--- config.mk ---
export PLATFORM = sky130hd
export DESIGN_NAME = three_key_debounce_long_press
export DESIGN_NICKNAME = d
export VERILOG_FILES = /design/src/hw/rtl/tkdlp_pkg.sv /design/src/hw/rtl/tkdlp_lane.sv /design/src/hw/rtl/tkdlp_merge.sv /design/src/hw/rtl/tkdlp_out_buf.sv /design/src/hw/rtl/three_key_debounce_long_press.sv
export SDC_FILE = /design/constraint.sdc
export NUM_CORES = 1
export LEC_CHECK = 0
export BUFFER_PORTS_ARGS = -buffer_cell sky130_fd_sc_hd__buf_2
export CORE_MARGIN = 2
export CORE_UTILIZATION = 60
export CTS_CLUSTER_DIAMETER = 120
export DETAILED_ROUTE_END_ITERATION = 16
export PLACE_DENSITY = 0.83
export SETUP_SLACK_MARGIN = 0.5
export SYNTH_ARGS = -nofsm -noshare
export SYNTH_HDL_FRONTEND = slang
export SYNTH_SLANG_ARGS = --single-unit
--- constraint.sdc ---
create_clock -name clk -period 13.82 [get_ports clk]
set_clock_uncertainty 0.05 [all_clocks]
set_input_delay 4.146 -clock clk [delete_from_list [all_inputs] [get_ports clk]]
set_output_delay 4.146 -clock clk [all_outputs]
set_load 0.02 [all_outputs]
--- src/hw/rtl/tkdlp_pkg.sv ---
// Shared types and constants for the three-key debounce and long-press block.
package tkdlp_pkg;

    localparam int KEY_COUNT = 3;
    localparam int TIME_W    = 32;
    localparam int CFG_W     = 16;
    localparam int CODE_W    = 3;

    localparam logic [CFG_W-1:0] DEBOUNCE_RESET   = 16'd30;
    localparam logic [CFG_W-1:0] LONG_PRESS_RESET = 16'd3000;

    typedef enum logic [0:0] {
        REG_DEBOUNCE   = 1'b0,
        REG_LONG_PRESS = 1'b1
    } cfg_index_t;

    typedef enum logic [CODE_W-1:0] {
        EV_NONE     = 3'd0,
        EV_K0_SHORT = 3'd1,
        EV_K0_LONG  = 3'd2,
        EV_K1_SHORT = 3'd3,
        EV_K2_SHORT = 3'd4
    } event_code_t;

    // What one lane found for the current word.
    typedef struct packed {
        logic release_held;
        logic is_long;
    } lane_status_t;

endpackage

--- src/hw/rtl/tkdlp_lane.sv ---
// One key lane: debounce state, press timing and release detection.
module tkdlp_lane
    import tkdlp_pkg::*;
(
    input  logic              clk,
    input  logic              rst_n,
    input  logic              commit,
    input  logic              level,
    input  logic [TIME_W-1:0] now_ms,
    input  logic [CFG_W-1:0]  debounce_ms,
    input  logic [CFG_W-1:0]  long_press_ms,
    output lane_status_t      status
);

    logic              stable_reg, stable_next;
    logic              held_reg, held_next;
    logic [TIME_W-1:0] change_time_reg, change_time_next;
    logic [TIME_W-1:0] press_time_reg, press_time_next;

    logic [TIME_W-1:0] since_change;
    logic [TIME_W-1:0] since_press;
    logic              take;

    assign since_change = now_ms - change_time_reg;
    assign since_press  = now_ms - press_time_reg;
    assign take = (level != stable_reg) && (since_change >= {16'd0, debounce_ms});

    assign status.release_held = take && !level && held_reg;
    assign status.is_long      = since_press >= {16'd0, long_press_ms};

    always_comb
    begin
        stable_next      = stable_reg;
        held_next        = held_reg;
        change_time_next = change_time_reg;
        press_time_next  = press_time_reg;
        if (level == stable_reg)
        begin
            change_time_next = now_ms;
        end
        else if (take)
        begin
            stable_next      = level;
            change_time_next = now_ms;
            if (level)
            begin
                held_next       = 1'b1;
                press_time_next = now_ms;
            end
            else
            begin
                held_next = 1'b0;
            end
        end
    end

    always_ff @(posedge clk or negedge rst_n)
    begin
        if (!rst_n)
        begin
            stable_reg      <= 1'b0;
            held_reg        <= 1'b0;
            change_time_reg <= '0;
            press_time_reg  <= '0;
        end
        else if (commit)
        begin
            stable_reg      <= stable_next;
            held_reg        <= held_next;
            change_time_reg <= change_time_next;
            press_time_reg  <= press_time_next;
        end
    end

endmodule

--- src/hw/rtl/tkdlp_merge.sv ---
// Merge of lane findings: first release wins, later lanes hold their state.
module tkdlp_merge
    import tkdlp_pkg::*;
(
    input  logic                         accept,
    input  lane_status_t [KEY_COUNT-1:0] lane_status,
    output logic [KEY_COUNT-1:0]         commit,
    output event_code_t                  code
);

    always_comb
    begin
        commit[0] = accept;
        commit[1] = accept && !lane_status[0].release_held;
        commit[2] = commit[1] && !lane_status[1].release_held;
    end

    always_comb
    begin
        priority if (lane_status[0].release_held)
            code = lane_status[0].is_long ? EV_K0_LONG : EV_K0_SHORT;
        else if (lane_status[1].release_held)
            code = lane_status[1].is_long ? EV_NONE : EV_K1_SHORT;
        else if (lane_status[2].release_held)
            code = lane_status[2].is_long ? EV_NONE : EV_K2_SHORT;
        else
            code = EV_NONE;
    end

endmodule

--- src/hw/rtl/tkdlp_out_buf.sv ---
// Output register with a skid stage for result words.
module tkdlp_out_buf
    import tkdlp_pkg::*;
(
    input  logic        clk,
    input  logic        rst_n,
    input  logic        in_valid,
    input  event_code_t in_code,
    output logic        in_ready,
    output logic        m_tvalid,
    input  logic        m_tready,
    output logic [7:0]  m_tdata     // [2:0] event_code, [7:3] zero
);

    logic        out_valid_reg, out_valid_next;
    logic        skid_valid_reg, skid_valid_next;
    event_code_t out_code_reg, out_code_next;
    event_code_t skid_code_reg, skid_code_next;
    logic        drain;

    assign in_ready = !skid_valid_reg;
    assign drain    = out_valid_reg && m_tready;
    assign m_tvalid = out_valid_reg;
    assign m_tdata  = {5'd0, out_code_reg};

    always_comb
    begin
        out_valid_next  = out_valid_reg;
        skid_valid_next = skid_valid_reg;
        out_code_next   = out_code_reg;
        skid_code_next  = skid_code_reg;
        if (!out_valid_reg || drain)
        begin
            // Refill the output from the skid first, then from the new word.
            if (skid_valid_reg)
            begin
                out_valid_next  = 1'b1;
                out_code_next   = skid_code_reg;
                skid_valid_next = 1'b0;
            end
            else
            begin
                out_valid_next = in_valid;
                out_code_next  = in_code;
            end
        end
        else if (in_valid)
        begin
            skid_valid_next = 1'b1;
            skid_code_next  = in_code;
        end
    end

    always_ff @(posedge clk or negedge rst_n)
    begin
        if (!rst_n)
        begin
            out_valid_reg  <= 1'b0;
            skid_valid_reg <= 1'b0;
        end
        else
        begin
            out_valid_reg  <= out_valid_next;
            skid_valid_reg <= skid_valid_next;
        end
    end

    always_ff @(posedge clk)
    begin
        out_code_reg  <= out_code_next;
        skid_code_reg <= skid_code_next;
    end

endmodule

--- src/hw/rtl/three_key_debounce_long_press.sv ---
// Top level of the three-key debouncer with long-press detection.
//
// Each input word carries three key levels (1 = pressed) and a 32-bit
// millisecond time stamp; each word yields exactly one result word holding an
// event code: 0 none, 1 key 0 short, 2 key 0 long, 3 key 1 short, 4 key 2
// short. A key's level must differ from its stable level for debounce_ms
// before it is taken; a release of a held key reports short or long against
// long_press_ms (a long release of key 1 or 2 reports nothing) and stops the
// scan, so higher keys keep their state for that word. Elapsed times wrap
// modulo 2^32. The block takes one word per clock while s_tready is high;
// three key lanes evaluate in parallel in the accept cycle, a priority merge
// picks the first release and gates the state update of later lanes, and the
// event code is registered in the output register, or in the skid stage when
// that is full, keeping input accepted while a result waits; s_tready drops only
// when both are full. Configuration registers (index 0 debounce_ms, reset 30;
// index 1 long_press_ms, reset 3000) are written with cfg_we; the user must
// write them only while no word is in flight; the block does not enforce it.
module three_key_debounce_long_press
    import tkdlp_pkg::*;
(
    input  logic             clk,
    input  logic             rst_n,
    input  logic             s_tvalid,
    output logic             s_tready,
    input  logic [39:0]      s_tdata,   // [2:0] key_levels, [34:3] now_ms, [39:35] zero
    output logic             m_tvalid,
    input  logic             m_tready,
    output logic [7:0]       m_tdata,   // [2:0] event_code, [7:3] zero
    input  logic             cfg_we,
    input  logic [0:0]       cfg_index,
    input  logic [CFG_W-1:0] cfg_data
);

    logic [CFG_W-1:0] debounce_reg;
    logic [CFG_W-1:0] long_press_reg;

    logic [KEY_COUNT-1:0]         key_levels;
    logic [TIME_W-1:0]            now_ms;
    logic                         accept;
    logic [KEY_COUNT-1:0]         commit;
    lane_status_t [KEY_COUNT-1:0] lane_status;
    event_code_t                  code;

    assign key_levels = s_tdata[KEY_COUNT-1:0];
    assign now_ms     = s_tdata[KEY_COUNT +: TIME_W];
    assign accept     = s_tvalid && s_tready;

    // Hold configuration; the user must write only while the block is idle, which the block itself does not enforce.
    always_ff @(posedge clk or negedge rst_n)
    begin
        if (!rst_n)
        begin
            debounce_reg   <= DEBOUNCE_RESET;
            long_press_reg <= LONG_PRESS_RESET;
        end
        else if (cfg_we)
        begin
            unique case (cfg_index_t'(cfg_index))
                REG_DEBOUNCE:   debounce_reg   <= cfg_data;
                REG_LONG_PRESS: long_press_reg <= cfg_data;
                default:        ;
            endcase
        end
    end

    // One lane per key, all evaluated against the same word.
    for (genvar k = 0; k < KEY_COUNT; k++)
    begin : g_lane
        tkdlp_lane u_lane (
            .clk           (clk),
            .rst_n         (rst_n),
            .commit        (commit[k]),
            .level         (key_levels[k]),
            .now_ms        (now_ms),
            .debounce_ms   (debounce_reg),
            .long_press_ms (long_press_reg),
            .status        (lane_status[k])
        );
    end

    // Pick the first release and drop state updates of the keys after it.
    tkdlp_merge u_merge (
        .accept      (accept),
        .lane_status (lane_status),
        .commit      (commit),
        .code        (code)
    );

    tkdlp_out_buf u_out_buf (
        .clk      (clk),
        .rst_n    (rst_n),
        .in_valid (accept),
        .in_code  (code),
        .in_ready (s_tready),
        .m_tvalid (m_tvalid),
        .m_tready (m_tready),
        .m_tdata  (m_tdata)
    );

endmodule
==> results of run 1 <==
## area by class of cell
cell class,instances,area (sq um),share of cell area (%)
multi-input cells,1953,15000,62.6
flip-flops and latches,235,5920,24.8
inverters,269,1010,4.22
clock buffers,40,847,3.54
well taps,468,586,2.45
repair buffers,74,413,1.73
clock inverters,14,151,0.633
diodes,3,7.51,0.0314
## metal layers
| metal | wire length (um) | global-route usage, % |
|---|---|---|
| met4 | 2570 | 12.6 |
| met3 | 3310 | 3.70 |
| met5 | 0 | 0 |
| met1 | 25800 | 39.0 |
| met2 | 29500 | 55.2 |
## final timing paths
check | to | cells after the start | slack [ns]
setup / recovery | g_lane[2].u_lane.change_time_reg[6] | 22 | 3.58
hold / removal | g_lane[2].u_lane.press_time_reg[20] | 1 | 0.43
setup reg to reg | g_lane[2].u_lane.change_time_reg[6] | 21 | 7.13
hold reg to reg | g_lane[2].u_lane.press_time_reg[20] | 1 | 0.43
max in group asynchronous | g_lane[1].u_lane.press_time_reg[15] | 3 | 7.97
min in group asynchronous | g_lane[0].u_lane.change_time_reg[3] | 1 | 3.51
## layout by cell type, fill, tap and decap left out, types with 13 or more instances in the layout
cell,n
ha_1,285
o21a_1,43
a31oi_1,25
o21ai_0,117
nor2b_1,27
nand2b_1,25
o21bai_1,18
mux2_2,136
mux2_1,69
xnor2_1,83
a211oi_1,30
nand3_1,53
nand4_1,49
buf_4,13
dfrtp_1,218
o2111ai_1,15
a21oi_1,200
nor4_1,15
nand2_1,165
a21o_1,95
xor2_1,48
o211ai_1,28
and3_1,21
clkbuf_16,29
mux2i_1,22
buf_2,60
nor3_1,38
inv_1,269
and2_1,13
nor2_1,138
## stage by stage
stage	instance area, sq um	hold slack (ns)
after floorplan	22300	0.404
after global placement	22900	0.417
after detailed placement	22900	0.425
after CTS	23900	0.437
after global routing	23900	0.447
final	23900	0.433
## power breakdown
| part | internal, mW | switching, mW |
|---|---|---|
| clock network | 0.481 | 0.317 |
| registers | 0.937 | 0.121 |
| logic | 1.43 | 1.91 |
| total | 2.85 | 2.35 |
## worst reg2reg max path: cells and delay by family (launching register included)
| kind | cells | cell delay [ns] |
|---|---|---|
| AO/OA/AOI/OAI | 9 | 2.44 |
| XOR/XNOR | 1 | 0.14 |
| adder cells (fa/ha/maj) | 2 | 0.68 |
| buffers and inverters | 2 | 0.54 |
| flip-flops | 1 | 0.35 |
| multiplexers | 1 | 0.42 |
| AND/OR/NAND/NOR | 6 | 1.98 |
## kinds of logic after synthesis
logic type      count (synthesis)
xor+xnor                      131
fa+ha+maj                     291
mux                           227
buf+inv                       355
other cells                     1
compound gates                700
simple gates                  599
flops                         235
==> metrics, run 1 <==
area grow syn2layout 7.26%; FILL cells 2,984; Inst Count DP 2,999; Seq cells post-synth 235; setup bufs post-CTS 0; synthesized area 22,300 sq um; slew margin rel. 25.8%; die footprint 38,700 sq um; Finish-stage setup viols 0; vias 19,400; unrepaired setup endpoints after global routing false; Yosys top cell area share 24.5%; die width 197 um; vias in the first global route 19,100; number of synthesized flops with an enable pin 6; Arrival @ worst endpoint 10.65 ns; setup tns final 0 ns; cts bufs inserted 29; slowest CP cell or4_4; RR Startpoint g_lane[0].u_lane.change_time_reg[4]; Post-Synth Adder-Cell Area 16.5%; Final HPWL DP 46,800 um; crit path capture type flop; synth warn 0; antenna violations before repair 3; Syn Area/Cell 8.79 sq um; vias per std cell 6.35; Synth area leaders dfrtp_1, ha_1, mux2_2, inv_1, a21oi_1; PostCTS Resize Cnt 0; Placer Congestion 0.948; DRT Pass-1 Iters 5; Row Count 70; hold path startpoint g_lane[2].u_lane.press_time_reg[20]; HP Class flop to flop; max incr delay on CP 0.59 ns; status completed; Clock Latency Late Sink 0.58 ns; global-route wire length before repair 97,500 um; crit path time final 10.24 ns; Synth cell types 81; Synth top cells by count ha_1, inv_1, dfrtp_1; H-tree depth 1; Worst-path clk slew 0.06 ns; initial core utilization 60.9%; CTS root buf clkbuf_16; largest area contributor in the netlist dfrtp_1; Core Util, Final 65.4%; Leak 11.4 nW; Final Non-Filler Cells 3,056; cells along the critical path buf_2 -> inv_1 -> ha_1 -> nand2b_1 -> a21oi_1 -> o211ai_1 -> a211oi_1 -> nor2_1 -> o31ai_1 -> xor2_1 -> ha_1 -> o21ai_0 -> o21ai_0 -> a2111o_1 -> a2111o_1 -> nor4_1 -> nand4_1 -> or4_4 -> and2_1 -> nor4b_4 -> buf_4 -> mux2_1; port bufs 61; deepest clock path buffer count 3; Post-Syn Instances 2,539; CP startpoint s_tdata[3]; Worst Setup Start Kind input port; crit-path max FO 32; gr usage total 31.3%; CP Buf/Inv Count 3; grt total ovfl 0; fin crit share 74.1%; Final ANT Viol Nets 0; Critical Path RT 14.23 ns; Iter 0 DRT Violations 1,325; drt total wl 61,100 um; Fmax 97.7 MHz; pin count of the biggest net entering global routing 94; delay-heaviest family, CP compound AO/OA/AOI/OAI gates; DRC violations left 0; Hold Fails Final Rpt 0; Pwr Density 217 nW/um^2; post-synthesis simple-gate area fraction 13.4%; largest family of logic cells by synthesized area compound AO/OA/AOI/OAI gates; layout cells sized above 1 11.6%; WS Path Type input port to flop; core area 36,600 sq um; sequential fraction of the synthesis area 26.6%; Routed WL per cell 20.0 um; peak supply drop 0.000140 V; most used flip-flop cell after synthesis dfrtp_1; xor and xnor area share after synthesis 5.14%; Slew Limit Fails 0; CTS sink count 235; Place WS 3.14 ns; post-synthesis compound-gate area fraction 20.6%; Max Cap Violations 0; CTS tree yes; worst setup margin 3.58 ns; worst slew pin tran 1.11 ns; Post-CTS Hold Fix Bufs 0; Top Ports 72; Die Ht 197 um; total power 5.20 mW; Async SR Flop Fraction 97.4%; multiplexer share of the synthesized area 11.3%; # nets final 2,915; most common cell in the netlist ha_1
No activity file was read; power rests on OpenSTA's default activity.
==> run 2: changes to the inputs <==
- clock period: 13.82 -> 10.22 ns (I/O delays scaled with it)
==> run 2 against run 1 <==
Net effect:
- sequential share of layout area down 0.061 points
- sequential power up 34%
- clock power up 37%
- largest power group unchanged
- highest routed layer unchanged
==> metrics, run 2 (same netlist as run 1, synthesis figures left out) <==
DRT Pass-1 Iters 6; Die Ht 197 um; Inst Count DP 3,006; vias per std cell 6.43; Met1 Routed Length 25,800 um; worst setup margin 1.23 ns; crit path time final 8.99 ns; WS Path Type input port to flop; sequential power share 20.2%; Final ANT Viol Nets 0; leading cell type in the layout, fill and taps excluded ha_1; n_diodes 0; crit-path max FO 32; CTS tree yes; share of total power in combinational logic 64.2%; setup tns final 0 ns; Critical Path RT 10.64 ns; grt total ovfl 0; antenna violations before repair 0; fin crit share 88.0%; RR Startpoint g_lane[0].u_lane.change_time_reg[4]; die footprint 38,700 sq um; Worst-path clk slew 0.06 ns; vias 19,700; layout cells sized above 1 11.8%; final std cell area, no fill 24,000 sq um; setup bufs post-CTS 0; Leak 11.4 nW; Clk pwr share 15.5%; Row Count 70; crit path capture type flop; most frequent cells in the layout ha_1, inv_1, dfrtp_1; pin count of the biggest net entering global routing 173; vias in the first global route 19,300; Final HPWL DP 46,700 um; Worst Setup Start Kind input port; Max Cap Violations 0; Final Non-Filler Cells 3,060; Internal 3.85 mW; Post-CTS Hold Fix Bufs 0; HP Class flop to flop; die width 197 um; routed length on met2 29,000 um; highest routed layer met4; Pwr Density 293 nW/um^2; R2R setup slack 3.59 ns; capturing point of the worst reg2reg path g_lane[2].u_lane.change_time_reg[18]; deepest clock path buffer count 3; core area 36,600 sq um; cts bufs inserted 29; Fmax 111 MHz; slew margin rel. 31.5%; Top Ports 72; H-tree depth 1; status completed; Finish-stage setup viols 0; Hold Fails Final Rpt 0; Slew Limit Fails 0; FILL cells 2,994; CTS root buf clkbuf_16; critical path capture point g_lane[2].u_lane.press_time_reg[10]; DRC violations left 0; met3 WL post-DR 3730 um; Placed Area 23,000 sq um; Iter 0 DRT Violations 1,538; Arrival @ worst endpoint 9.41 ns; # nets final 2,922; Placer Congestion 0.968; gr usage total 31.6%; Place WS 0.737 ns; peak supply drop 0.000171 V; Core Util, Final 65.5%; switching pwr 3.19 mW; initial core utilization 60.9%; worst slew pin tran 1.02 ns; port bufs 61; switching share of total power 45.3%; Clock Latency Late Sink 0.59 ns; Worst R2R Path Depth 21; CP startpoint s_tdata[4]; PostCTS Resize Cnt 0; unrepaired setup endpoints after global routing false; CTS sink count 235; area grow syn2layout 7.52%; drt total wl 61,100 um; Routed WL per cell 20.0 um; global-route wire length before repair 98,300 um
[run 2: worst min-delay path by stage]
stage	end	slack (ns)	from	cells past startpoint
2_1_floorplan	g_lane[0].u_lane.change_time_reg[0]	0.40	g_lane[0].u_lane.change_time_reg[0]	2
3_3_place_gp	g_lane[0].u_lane.change_time_reg[0]	0.42	g_lane[0].u_lane.change_time_reg[0]	2
3_5_place_dp	g_lane[2].u_lane.press_time_reg[12]	0.42	g_lane[2].u_lane.press_time_reg[12]	1
4_1_cts	g_lane[2].u_lane.change_time_reg[10]	0.44	g_lane[2].u_lane.change_time_reg[10]	1
5_1_grt	g_lane[2].u_lane.press_time_reg[21]	0.44	g_lane[2].u_lane.press_time_reg[21]	1
6_report	g_lane[2].u_lane.press_time_reg[20]	0.43	g_lane[2].u_lane.press_time_reg[20]	1
[run 2: power by group through the flow]
stage	clock network (mW)	logic (mW)	registers [mW]
finish	1.09	4.52	1.42
global route	1.15	5.02	1.47
CTS	1.11	4.45	1.42
detailed placement	0	4.40	1.44
global placement	0	4.23	1.42
floorplan	0	3.44	1.40
[run 2: area by class of cell]
class / instances / area [sq um] / area share, %
Multi-Input combinational cell: 1953 / 15000 / 62.5
Sequential cell: 235 / 5920 / 24.7
Inverter: 269 / 1010 / 4.21
Clock buffer: 33 / 771 / 3.21
Tap cell: 468 / 586 / 2.44
Timing Repair Buffer: 81 / 478 / 1.99
Clock inverter: 21 / 229 / 0.955
[run 2: layer usage]
metal	up-vias	GRT usage, %
met4	0	12.4
met5	-	0
met3	163	3.54
li1	9301	-
met1	9522	40.2
met2	691	55.0
[run 2: critical path, stage by stage]
cell,delay (ns)
buf_2,0.31
inv_1,0.34
fa_1,0.54
nor2b_1,0.17
o31a_1,0.19
o31a_1,0.24
nor2_1,0.10
o21ai_0,0.26
xor2_1,0.21
ha_1,0.28
a21o_1,0.19
a21oi_1,0.19
o221ai_1,0.15
nor4b_1,0.27
or4bb_1,0.52
nor4_1,0.45
nand4_1,0.25
nand3_1,0.32
nand3b_1,0.24
nor4b_4,0.25
buf_4,0.43
mux2_2,0.39
[run 2: stage by stage]
| stage | hold WS [ns] | total power, mW |
|---|---|---|
| 2_1_floorplan | 0.404 | 4.84 |
| 4_1_cts | 0.437 | 6.98 |
| 6_report | 0.434 | 7.04 |
| 3_5_place_dp | 0.425 | 5.84 |
| 3_3_place_gp | 0.416 | 5.65 |
| 5_1_grt | 0.444 | 7.63 |
==> run 3: changes to the inputs <==
- ABC_AREA: default -> 1
==> run 3 against run 2 <==
Net effect:
- first-iteration DRC count increased by 41%
- sequential share of layout area fell by 3.2 points
- register-to-register slack improved by 1.5 ns
- clock power shrank 4%
- via count is 36% higher
- worst hold slack worse by 0.013 ns
- synthesized area increased by 16%
- largest power group unchanged
- combinational power up 19%
- utilization shrank 0.26 points
- count of clock-buffer cells in the layout rose by 3
- total power up 12%
==> metrics, run 3 <==
worst setup margin 2.40 ns; Internal 3.73 mW; most used flip-flop cell after synthesis dfrtp_1; Leak 16.0 nW; crit-path max FO 44; most frequent cells in the layout nand2_1, inv_1, nor2_1; Fmax 128 MHz; post-synthesis compound-gate area fraction 9.63%; largest family of logic cells by synthesized area simple AND/OR/NAND/NOR gates; HP Class flop to flop; deepest clock path buffer count 3; drt total wl 82,700 um; CTS tree yes; Synth cell types 52; crit path capture type flop; Clk pwr share 13.3%; Die Ht 211 um; Worst Setup Start Kind input port; initial core utilization 61.2%; PostCTS Resize Cnt 0; FILL cells 4,071; largest area contributor in the netlist nand2_1; H-tree depth 1; peak supply drop 0.000180 V; vias per std cell 5.51; Top Ports 72; sequential power share 18.3%; leading cell type in the layout, fill and taps excluded nand2_1; Post-CTS Hold Fix Bufs 0; CTS root buf clkbuf_16; setup tns final 0 ns; synth warn 0; Final HPWL DP 64,400 um; unrepaired setup endpoints after global routing false; Slew Limit Fails 0; Arrival @ worst endpoint 8.30 ns; Row Count 75; area grow syn2layout 6.69%; gr usage total 37.3%; Synth top cells by count nand2_1, inv_1, nor2_1; grt total ovfl 0; DRC violations left 0; port bufs 61; xor and xnor area share after synthesis 3.26%; Post-Syn Instances 4,268; Seq cells post-synth 235; n_diodes 0; Iter 0 DRT Violations 2,174; slew margin rel. 19.7%; layout cells sized above 1 3.51%; switching pwr 4.13 mW; Async SR Flop Fraction 97.4%; core area 42,100 sq um; Yosys top cell area share 22.5%; vias in the first global route 25,400; Routed WL per cell 17.0 um; # nets final 4,668; synthesized area 25,800 sq um; WS Path Type input port to flop; pin count of the biggest net entering global routing 136; Max Cap Violations 0; worst slew pin tran 1.20 ns; die footprint 44,600 sq um; switching share of total power 52.6%; status completed; Finish-stage setup viols 0; share of total power in combinational logic 68.4%; Post-Synth Adder-Cell Area 14.3%; global-route wire length before repair 130,000 um; Worst-path clk slew 0.06 ns; Hold Fails Final Rpt 0; fin crit share 76.6%; antenna violations before repair 0; CTS sink count 235; Critical Path RT 10.69 ns; setup bufs post-CTS 0; sequential fraction of the synthesis area 23.0%; die width 211 um; Place WS 1.92 ns; multiplexer share of the synthesized area 0%; Placer Congestion 0.979; crit path time final 7.82 ns; Pwr Density 286 nW/um^2; cts bufs inserted 29; post-synthesis simple-gate area fraction 36.6%; most common cell in the netlist nand2_1; Clock Latency Late Sink 0.61 ns; vias 26,900; DRT Pass-1 Iters 6; number of synthesized flops with an enable pin 6; Final ANT Viol Nets 0; Syn Area/Cell 6.04 sq um; Synth area leaders nand2_1, dfrtp_1, ha_1, inv_1, nor2_1
-- run 3: changes by cell type after synthesis, sizes merged, moves of 100 or more --
| cell | before | now |
|---|---|---|
| inv | 269 | 818 |
| mux2 | 205 | 0 |
| nand2 | 165 | 1552 |
| nand3 | 53 | 234 |
| nor2 | 138 | 334 |
| o21ai | 121 | 221 |
-- run 3: cells by family (layout without fill, tap and decap cells) --
logic type / count (synthesis) / count (layout)
DFF: 235 / 235
buffers and inverters: 877 / 939
other: 1 / 5
xor gates and xnor gates: 96 / 96
adders and majority gates: 291 / 291
AOI/OAI and AO/OA: 467 / 467
and+or+nand+nor: 2301 / 2301
-- run 3: power groups by stage --
stage	registers [mW]	logic [mW]	clock network (mW)
2_1_floorplan	1.39	4.02	0
3_3_place_gp	1.43	5.16	0
3_5_place_dp	1.44	5.26	0
4_1_cts	1.43	5.30	1.05
5_1_grt	1.47	6.12	1.09
6_report	1.44	5.38	1.05
-- run 3: layout make-up --
type / count / area [sq um] / share of cell area (%)
multi-input cells: 3160 / 16500 / 60.0
flip-flops and latches: 235 / 5920 / 21.5
inverters: 818 / 3070 / 11.2
clock buffers: 36 / 772 / 2.81
well taps: 539 / 674 / 2.45
repair buffers: 71 / 403 / 1.47
clock inverters: 14 / 165 / 0.601
-- run 3: worst paths after layout --
check,startpoint,endpoint,slack (ns),cells past startpoint
max,s_tdata[3],g_lane[2].u_lane.change_time_reg[17],2.40,27
min,g_lane[2].u_lane.change_time_reg[28],g_lane[2].u_lane.change_time_reg[28],0.42,2
max reg2reg,g_lane[1].u_lane.change_time_reg[8],g_lane[2].u_lane.change_time_reg[17],5.04,24
min reg2reg,g_lane[2].u_lane.change_time_reg[28],g_lane[2].u_lane.change_time_reg[28],0.42,2
max in group asynchronous,rst_n,g_lane[0].u_lane.press_time_reg[8],6.40,2
min in group asynchronous,rst_n,g_lane[2].u_lane.change_time_reg[30],2.47,1
-- run 3: through the flow --
stage	hold WS (ns)	instances	utilization [%]	cell area, sq um	power (mW)
floorplan	0.391	4272	-	25800	5.42
global placement	0.403	4823	63.0	26600	6.59
detailed placement	0.408	4823	63.0	26600	6.70
CTS	0.423	4873	65.3	27500	7.78
global route	0.438	4873	65.3	27500	8.69
finish	0.421	4873	65.3	27500	7.86
-- run 3: metal layers --
metal | wire, um | track usage, % | vias to the layer above
li1 | - | - | 13400
met1 | 32500 | 45.1 | 12100
met2 | 37600 | 63.1 | 1017
met3 | 6790 | 5.40 | 280
met4 | 5780 | 22.4 | 0
met5 | 0 | 0 | -
-- run 3: worst max-delay path, stage by stage --
cell,delay (ns)
buf_2,0.27
inv_1,0.32
ha_1,0.33
fa_1,0.41
inv_1,0.15
nand2_1,0.07
nand2_1,0.08
nand3_1,0.10
nand2_1,0.15
nand2_1,0.06
nand2_1,0.09
xor2_1,0.07
ha_1,0.17
a21oi_1,0.13
nor2_1,0.06
a211oi_1,0.17
nand3_1,0.10
nor2_1,0.13
nand3_1,0.12
nor2_1,0.17
nand2_2,0.17
nand3_4,0.15
nand2_4,0.09
nor2_4,0.93
buf_4,0.47
nand3_1,0.14
nand2_1,0.09
